File: src/rtl/frhf_pkg.sv
// frhf_pkg: types and constants shared by the frame receiver modules
// holds the phase enum, result kind codes and the result record type
// no dependencies
`default_nettype none

package frhf_pkg;

    localparam logic [7:0] HDR_BYTE = 8'hAA;
    localparam logic [7:0] FTR_BYTE = 8'h55;

    typedef enum logic [2:0] {
        PH_HUNT = 3'd0,
        PH_OP   = 3'd1,
        PH_LEN  = 3'd2,
        PH_PAY  = 3'd3,
        PH_FTR  = 3'd4
    } phase_t;

    typedef enum logic [1:0] {
        KIND_DATA = 2'd0,
        KIND_OK   = 2'd1,
        KIND_BAD  = 2'd2
    } kind_t;

    typedef struct packed {
        kind_t      kind;
        logic [7:0] frame_op;
        logic [7:0] data_byte;
        logic [7:0] byte_index;
    } result_t;

endpackage

`default_nettype wire

File: src/rtl/frhf_decode.sv
// frhf_decode: frame parser state and per-byte result decode
// one byte per cycle while fire is high; depends on frhf_pkg
`default_nettype none

module frhf_decode (
    input  wire logic             clk,
    input  wire logic             rst_n,
    input  wire logic             fire,
    input  wire logic [7:0]       byte_in,
    output logic                  res_vld,
    output frhf_pkg::result_t     res
);
    import frhf_pkg::*;

    phase_t     phase_reg, phase_next;
    logic [7:0] held_op_reg, held_op_next;
    logic [7:0] frame_len_reg, frame_len_next;
    logic [7:0] count_reg, count_next;
    logic [7:0] count_inc;

    assign count_inc = count_reg + 8'd1;

    always_ff @(posedge clk or negedge rst_n)
    begin
        if (!rst_n)
        begin
            phase_reg     <= PH_HUNT;
            held_op_reg   <= 8'd0;
            frame_len_reg <= 8'd0;
            count_reg     <= 8'd0;
        end
        else
        begin
            phase_reg     <= phase_next;
            held_op_reg   <= held_op_next;
            frame_len_reg <= frame_len_next;
            count_reg     <= count_next;
        end
    end

    always_comb
    begin
        phase_next     = phase_reg;
        held_op_next   = held_op_reg;
        frame_len_next = frame_len_reg;
        count_next     = count_reg;
        res_vld        = 1'b0;
        res.kind       = KIND_DATA;
        res.frame_op   = held_op_reg;
        res.data_byte  = 8'd0;
        res.byte_index = 8'd0;
        if (fire)
        begin
            case (phase_reg)
                PH_OP:
                begin
                    held_op_next = byte_in;
                    phase_next   = PH_LEN;
                end
                PH_LEN:
                begin
                    frame_len_next = byte_in;
                    count_next     = 8'd0;
                    phase_next     = (byte_in == 8'd0) ? PH_FTR : PH_PAY;
                end
                PH_PAY:
                begin
                    res_vld        = 1'b1;
                    res.kind       = KIND_DATA;
                    res.data_byte  = byte_in;
                    res.byte_index = count_reg;
                    count_next     = count_inc;
                    if (count_inc == frame_len_reg)
                    begin
                        phase_next = PH_FTR;
                    end
                end
                PH_FTR:
                begin
                    res_vld        = 1'b1;
                    res.kind       = (byte_in == FTR_BYTE) ? KIND_OK : KIND_BAD;
                    res.byte_index = frame_len_reg;
                    phase_next     = PH_HUNT;
                end
                default:
                begin
                    // unused codes behave as hunting
                    phase_next = (byte_in == HDR_BYTE) ? PH_OP : PH_HUNT;
                end
            endcase
        end
    end

endmodule

`default_nettype wire

File: src/rtl/frhf_out_buf.sv
// frhf_out_buf: two-entry result buffer between decode and the result channel
// its ready depends only on its own fill, never on the downstream ready
// depends on frhf_pkg
`default_nettype none

module frhf_out_buf (
    input  wire logic              clk,
    input  wire logic              rst_n,
    input  wire logic              wr_en,
    input  wire frhf_pkg::result_t wr_data,
    output logic                   not_full,
    output logic                   rd_vld,
    input  wire logic              rd_rdy,
    output frhf_pkg::result_t      rd_data
);
    import frhf_pkg::*;

    result_t    mem_reg [2];
    logic       wr_ptr_reg, wr_ptr_next;
    logic       rd_ptr_reg, rd_ptr_next;
    logic [1:0] count_reg, count_next;
    logic       do_wr, do_rd;

    assign not_full = (count_reg != 2'd2);
    assign rd_vld   = (count_reg != 2'd0);
    assign rd_data  = mem_reg[rd_ptr_reg];
    assign do_wr    = wr_en && not_full;
    assign do_rd    = rd_vld && rd_rdy;

    always_comb
    begin
        wr_ptr_next = do_wr ? ~wr_ptr_reg : wr_ptr_reg;
        rd_ptr_next = do_rd ? ~rd_ptr_reg : rd_ptr_reg;
        count_next  = count_reg;
        if (do_wr && !do_rd)
        begin
            count_next = count_reg + 2'd1;
        end
        else if (do_rd && !do_wr)
        begin
            count_next = count_reg - 2'd1;
        end
    end

    always_ff @(posedge clk or negedge rst_n)
    begin
        if (!rst_n)
        begin
            wr_ptr_reg <= 1'b0;
            rd_ptr_reg <= 1'b0;
            count_reg  <= 2'd0;
        end
        else
        begin
            wr_ptr_reg <= wr_ptr_next;
            rd_ptr_reg <= rd_ptr_next;
            count_reg  <= count_next;
        end
    end

    always_ff @(posedge clk)
    begin
        if (do_wr)
        begin
            mem_reg[wr_ptr_reg] <= wr_data;
        end
    end

endmodule

`default_nettype wire

File: src/rtl/frame_receiver_header_footer_check_core.sv
// frame_receiver_header_footer_check_core: streaming deframer top level
// instantiates frhf_decode and frhf_out_buf; depends on frhf_pkg
//
// usage:
//   rx channel (rx_valid/rx_ready/rx_byte) carries one received byte per transfer
//   res channel (res_valid/res_ready) carries one result per transfer:
//     kind 0 payload byte with byte_index = position, data_byte = byte
//     kind 1/2 frame end (footer ok/bad) with byte_index = frame length
//   frames look like 0xAA, opcode, length, payload bytes, 0x55
//   header, opcode and length bytes and bytes seen while hunting give no result
//   downstream drops the payload of any frame ending with kind 2
// timing:
//   one byte accepted per cycle while the result buffer has room; a result
//   shows on res_valid once its byte has passed the input register and been
//   decoded into the two-entry result buffer, and then waits there for res_ready
//   the parser state advances once per byte as it leaves the input register
// stall:
//   rx_ready stays high while the result buffer has room, so bytes keep flowing
//   while one result waits; with res_ready low the buffer fills and rx_ready
//   drops until a result transfer frees a slot
// reset:
//   rst_n clears the input register, the result buffer and the parser, which
//   starts out hunting for the header byte
`default_nettype none

module frame_receiver_header_footer_check_core (
    input  wire logic       clk,
    input  wire logic       rst_n,
    input  wire logic       rx_valid,
    output logic            rx_ready,
    input  wire logic [7:0] rx_byte,
    output logic            res_valid,
    input  wire logic       res_ready,
    output logic [1:0]      kind,
    output logic [7:0]      frame_op,
    output logic [7:0]      data_byte,
    output logic [7:0]      byte_index
);
    import frhf_pkg::*;

    // input register
    logic       in_vld_reg;
    logic [7:0] in_byte_reg;

    logic       buf_not_full;
    logic       advance;
    logic       dec_vld;
    result_t    dec_res;
    result_t    out_res;

    // a byte leaves the input register when the buffer can take its result
    assign advance  = in_vld_reg && buf_not_full;
    assign rx_ready = !in_vld_reg || buf_not_full;

    always_ff @(posedge clk or negedge rst_n)
    begin
        if (!rst_n)
        begin
            in_vld_reg <= 1'b0;
        end
        else if (rx_ready)
        begin
            in_vld_reg <= rx_valid;
        end
    end

    always_ff @(posedge clk)
    begin
        if (rx_valid && rx_ready)
        begin
            in_byte_reg <= rx_byte;
        end
    end

    // parser: state update and result decode for the registered byte
    frhf_decode u_decode (
        .clk     (clk),
        .rst_n   (rst_n),
        .fire    (advance),
        .byte_in (in_byte_reg),
        .res_vld (dec_vld),
        .res     (dec_res)
    );

    // result register plus skid slot
    frhf_out_buf u_out_buf (
        .clk      (clk),
        .rst_n    (rst_n),
        .wr_en    (dec_vld),
        .wr_data  (dec_res),
        .not_full (buf_not_full),
        .rd_vld   (res_valid),
        .rd_rdy   (res_ready),
        .rd_data  (out_res)
    );

    assign kind       = out_res.kind;
    assign frame_op   = out_res.frame_op;
    assign data_byte  = out_res.data_byte;
    assign byte_index = out_res.byte_index;

endmodule

`default_nettype wire

File: config.mk
export PLATFORM = sky130hd
export DESIGN_NAME = frame_receiver_header_footer_check_core
export DESIGN_NICKNAME = d
export VERILOG_FILES = /design/src/rtl/frhf_pkg.sv /design/src/rtl/frhf_decode.sv /design/src/rtl/frhf_out_buf.sv /design/src/rtl/frame_receiver_header_footer_check_core.sv
export SDC_FILE = /design/constraint.sdc
export NUM_CORES = 1
export LEC_CHECK = 0
export ABC_AREA = 1
export BUFFER_PORTS_ARGS = -buffer_cell sky130_fd_sc_hd__buf_2
export CORE_MARGIN = 2
export CORE_UTILIZATION = 45
export CTS_CLUSTER_DIAMETER = 60
export DETAILED_ROUTE_END_ITERATION = 7
export HOLD_SLACK_MARGIN = 0.08
export SYNTH_ARGS = -nofsm -noshare
export SYNTH_HDL_FRONTEND = slang
export SYNTH_SLANG_ARGS = --single-unit
File: constraint.sdc
create_clock -name clk -period 3.35 [get_ports clk]
set_input_delay 0.1675 -clock clk [delete_from_list [all_inputs] [get_ports clk]]
set_output_delay 0.1675 -clock clk [all_outputs]
set_load 0.02 [all_outputs]
=== Yosys cells after proc, flatten, opt, wreduce, memory -nomap -nowiden ===
Memory sizes are Yosys's and may differ from the RTL's.
Index checks and enable logic that the tools add are counted.

* Bitwise operators: 2
* Reductions and logical operators: 19
* Muxes and demuxes: 17
* Add/subtract/negate cells: 3
* Eq/ne operators: 9

{| class="wikitable"
|+ Operator list
! operator !! number
|-
| case mux 8 bit (2 select lines) || 2
|-
| 2-to-1 mux 16 bit || 1
|-
| case mux 3 bit (4 select lines) || 1
|-
| 2-to-1 mux 2 bit || 5
|-
| adder 8 x 1 -> 8 bit, second input constant || 1
|-
| equality test 8 x 7 -> 1 bit, second input constant || 1
|-
| equality test 8 bit || 1
|-
| equality test 8 bit, second input constant || 1
|-
| zero test 8 bit || 1
|-
| 2-to-1 mux 8 bit || 1
|-
| AND reduction 2 bit || 4
|-
| equality test 3 x 2 -> 1 bit, second input constant || 2
|-
| logical AND 1 bit || 6
|-
| 2-to-1 mux 3 bit || 2
|-
| nonzero test 2 bit || 3
|-
| 2-to-1 mux 1 bit || 5
|-
| equality test 3 x 1 -> 1 bit, second input constant || 1
|-
| equality test 3 bit, second input constant || 1
|-
| zero test 1 bit || 3
|-
| adder 2 x 1 -> 2 bit, second input constant || 1
|-
| inequality test 2 x 1 -> 1 bit, second input constant || 1
|-
| inequality test 2 bit, second input constant || 1
|-
| inverter 1 bit || 2
|-
| OR reduction 2 bit || 1
|-
| other kinds (2) || 2
|}

* Bits of input ports: 12
* Word-level logic and storage cells: 60
* RAM bits: 52
* Memories kept: 1
* Bits in registers: 40
* Output and inout port bits: 28

{| class="wikitable"
|+ Memory list
! name !! words !! bits a word !! read ports !! clocked after memory_dff !! wr ports !! line !! RTL
|-
| u_out_buf.mem_reg || 2 || 26 || 1 || 0 || 1 || frhf_out_buf.sv:18 || <nowiki>result_t mem_reg [2];</nowiki>
|}

=== Depth between registers and ports, before layout ===
* Depth after elaboration: 9
* Mapped depth: 13
* Mapped depth without buffers: 13

=== Modules after synthesis ===
A second synthesis with hierarchy kept.

* Cells, all modules: 405
* Area, all modules: 4,028.9 sq um

{| class="wikitable"
|+ Modules (own cells, without submodules)
! module !! seq. area each (sq um) !! instances !! area an instance (sq um) !! cells an instance
|-
| frhf_out_buf || 1,661.6 || 1 || 2,155.8 || 164
|-
| frhf_decode || 675.6 || 1 || 1,580.3 || 225
|-
| frame_receiver_header_footer_check_core || 265.3 || 1 || 292.8 || 16
|}

=== Worst setup path after synthesis ===
OpenSTA, ideal clock, no wires.

* Path kind: flip-flop to flip-flop
* Start: register u_decode.phase_reg[1]
* End: memory u_out_buf.mem_reg[1][0] (netlist name) (enable)
* Library setup time: 0.411 ns
* Required time: 2.939 ns
* Data arrival time: 2.137 ns
* Setup slack: 0.802 ns
* Clock period less this slack: 2.548 ns
* Path buffers: 0
* Cell stages (with the launch flop): 10
* Cells stage by stage: dfrtp_1 > inv_1 > nand2_1 > nor2_1 > inv_1 > nor2_1 > inv_2 > nand2_1 > inv_1 > nor2_1

* Word-level cells in the longest chain between the ends: 7
* Elaborated cells between the ends (all ways): 8
* Classes of those cells: eq/ne: 2; mux: 4; reduce/logical: 2

{| class="wikitable"
|+ RTL lines
! what !! line !! RTL
|-
| start, declared || frhf_decode.sv:15 || <nowiki>phase_t phase_reg, phase_next;</nowiki>
|-
| start signal, assigned || frhf_decode.sv:34 || <nowiki>phase_reg <= phase_next;</nowiki>
|-
| equality test 3 bit / equality test 3 x 2 -> 1 bit (equally long branches) || frhf_decode.sv:54 || <nowiki>case (phase_reg)</nowiki>
|-
| OR reduction 2 bit (no source line) (*) || n/a ||
|-
| 2-to-1 mux 1 bit (*) || frhf_decode.sv:54 ||
|-
| 2-to-1 mux 1 bit (*) || frhf_decode.sv:52 || <nowiki>if (fire)</nowiki>
|-
| logical AND 1 bit (*) || frhf_out_buf.sv:27 || <nowiki>assign do_wr = wr_en && not_full;</nowiki>
|-
| via u_out_buf.do_wr || frhf_out_buf.sv:22 || <nowiki>logic do_wr, do_rd;</nowiki>
|-
| 2-to-1 mux 1 bit (*) || frhf_out_buf.sv:63 || <nowiki>if (do_wr)</nowiki>
|-
| 2-to-1 mux 1 bit (implied by the code) (*) || frhf_out_buf.sv:65 || <nowiki>mem_reg[wr_ptr_reg] <= wr_data;</nowiki>
|-
| end, declared || frhf_out_buf.sv:18 ||
|}

Mark *: on every way through the listed nets, which the timed path passes. The rest lies on a longest branch.

=== Worst setup path in the final report ===
* Start: register u_out_buf.rd_ptr_reg
* End: output byte_index[1]

* Word-level cells in the longest chain between the ends: 1

{| class="wikitable"
|+ RTL lines
! what !! line !! RTL
|-
| start, declared || frhf_out_buf.sv:20 || <nowiki>logic rd_ptr_reg, rd_ptr_next;</nowiki>
|-
| start signal, assigned || frhf_out_buf.sv:56 || <nowiki>rd_ptr_reg <= rd_ptr_next;</nowiki>
|-
| memory read (2 x 26 bit) || n/a ||
|-
| end, declared || frame_receiver_header_footer_check_core.sv:37 || <nowiki>output logic [7:0] byte_index</nowiki>
|}

Every way passes these cells.

==> run metrics <==
status finished, final reports clean; Worst path most repeated cell nand2_1; Vias/cell 4.984; Yosys top cell area share 45.38%; synthesized area 3970 µm²; Fmax 0.4184 GHz; Period minus WS final 2.390 ns; pwr dens 771.9 nW/µm²; # rows 34; Placement Cell Area 4289 µm²; Critical Path Source u_out_buf.rd_ptr_reg$_DFFE_PN0P_; synth warn 0; Worst Setup Start Kind register; most frequent cells in the layout nand2_1, edfxtp_1, buf_2, inv_1, dfrtp_1; DIE HEIGHT 97.93 µm; Slew @ Worst Pin 0.8206 ns; Total Wirelength 8.133 mm; worst IR drop on VDD 0.3410 mV; 1st-pass router iterations 5; core area 8636 µm²; nets 458; post-detail-place hpwl 5.420 mm; largest area contributor in the netlist edfxtp_1; commonest non-fill, non-tap cell in the layout nand2_1; Pins Over Slew Limit 0; sequential-to-total area share from yosys stat 65.55%; Vias 2776; largest net degree at the start of global routing 33; vias in the first global route 2737; fin crit share 71.34%; max incr delay on CP 0.72 ns; GR Overflow Total 0; Avg WL per Cell 14.60 µm; GRT Overall Usage 18.17%; H-Tree Depth 3; clk_lat worst skew 0.36 ns; Setup CP Type reg2out; starting density of the core 45.97%; P_leak 1.978 nW; Seq cells post-synth 92; remaining routing DRC violations 0; CP max-delay cell clkinv_1; initial antenna violation count 0; Synth Area per Inst 10.21 µm²; net count of the mapped netlist 403; synthesis-to-layout area growth 15.73%; arrival time at the worst endpoint 2.22 ns; CTS Root Cell clkbuf_8; CTS tree yes; max reg flops 52; GPL Wtd Cong 0.8032; Final ANT Viol Nets 0; CP cell instances buf_4 > clkinv_1 > nand2_1 > nand2_1 > buf_2; die area 9589 µm²; first-pass GRT wire length 13.52 mm; max cap viols 0; critical path's top delay family buffers and inverters; IO buf count 39; Clock transition at path regs 0.09 ns; Synth Instances 389; CP Data Required Time 3.18 ns; endpoints failing setup 0; DRT iter0 DRCs 169; Antenna Cells 0; number of distinct library cells after synthesis 32; Clock Skew 0.01303 ns; min-delay worst type in2reg; CP Capture Type output port; number of failing hold endpoints at the final stage 0; clk buf depth 2; CTS Buf Count 9; sum of negative setup slack 0 ns; cell area after layout 4594 µm²; top cells by area, synth edfxtp_1, dfrtp_1, nand2_1; Hold Crit Start res_ready; clock sinks 92; IO Pins 40; RSZ-0062 raised after global routing false; Max-slew headroom 44.96%; reg-to-reg critical path startpoint u_out_buf.count_reg[1]$_DFFE_PN0P_; layout cells sized above 1 18.04%; die span in x 97.93 µm; crit-path max FO 27; CP Buf/Inv Count 3
==> layout make-up <==
type / instances / area, µm²
Sequential cell: 92 / 2603
Multi-Input combinational cell: 248 / 1176
Tap cell: 108 / 135.1
Clock inverter: 6 / 67.56
Timing Repair Buffer: 53 / 325.3
Clock buffer: 10 / 137.6
Inverter: 40 / 150.1
Fill cell: 780 / 4041
==> layer usage <==
metal / wire length [µm] / vias to the layer above / track usage (%) / part of all wire (%)
met3: 314 / 10 / 3.579 / 3.9
met4: 125 / 0 / 7.585 / 1.5
met5: 0 / - / 0 / 0
li1: - / 1392 / - / -
met2: 3729 / 63 / 27.92 / 46
met1: 3963 / 1311 / 25.45 / 49
==> through the flow <==
stage	util, %	setup WS, ns	total power, mW	hold slack (ns)	instances
after floorplan	-	0.8024	2.433	-0.1281	389
after global placement	49.67	1.296	2.782	0.2879	531
after detailed placement	49.67	1.224	2.810	0.2904	531
after CTS	53.20	0.8725	3.585	0.1531	557
after global routing	53.20	0.7638	3.794	0.1728	557
final	53.20	0.9602	3.546	0.1542	557
==> logic make-up (layout without fill, tap and decap cells) <==
logic type | Yosys count | count (layout) | share of synthesized area [%]
buffers and inverters | 49 | 109 | 4.948
DFF | 92 | 92 | 65.55
AOI/OAI and AO/OA | 40 | 40 | 6.020
xor gates and xnor gates | 5 | 5 | 1.103
and+or+nand+nor | 201 | 201 | 21.75
adders and majority gates | 2 | 2 | 0.6302
==> cell usage after synthesis <==
library cell and count:
o21ai_4 1, inv_1 36, nand2_2 6, clkinv_1 1, o31ai_1 1, nand3_1 22
buf_6 1, o21ai_0 21, nand2_1 137, o21bai_1 1, nor2_1 21, xor2_1 3
nor3_1 1, buf_1 2, and2_4 1, clkbuf_1 2, or2_2 1, nor2_2 2
o22ai_1 13, a21boi_0 1, nand3_2 2, nor2_4 4, o21ai_2 1, dfrtp_1 32
buf_2 4, edfxtp_1 60, xnor2_1 2, nor4_1 1, nand4_1 3, inv_2 3
a21oi_1 1, ha_1 2
==> worst paths after layout <==
path | to | slack, ns | depth (start not counted)
max in group asynchronous | u_decode.frame_len_reg[1]$_DFFE_PN0P_ | 2.43 | 2
setup reg to reg | u_out_buf.count_reg[1]$_DFFE_PN0P_ | 1.19 | 10
setup / recovery | byte_index[1] | 0.96 | 5
min in group asynchronous | u_decode.frame_len_reg[4]$_DFFE_PN0P_ | 0.42 | 2
hold / removal | u_out_buf.rd_ptr_reg$_DFFE_PN0P_ | 0.15 | 3
hold reg to reg | u_out_buf.mem_reg[1][18]$_DFFE_PP_ | 0.48 | 0
==> power by group <==
part / switching, mW / internal, mW
Clock: 0.397 / 0.371
Combinational: 0.806 / 0.378
Sequential: 0.150 / 1.44
Total: 1.35 / 2.19
==> what timing repair did <==
action	CTS	global route
hold endpoints to repair	41	0
hold buffers	10	0
resized for setup	0	0
buffers inserted	0	0
==> tightest hold or removal path: cells and delay by family <==
family                    cells  cell delay, ns
and+or+nand+nor               1            0.13
xor gates and xnor gates      1            0.08
buffers and inverters         1            0.10
(Power assumes the default switching activity.)
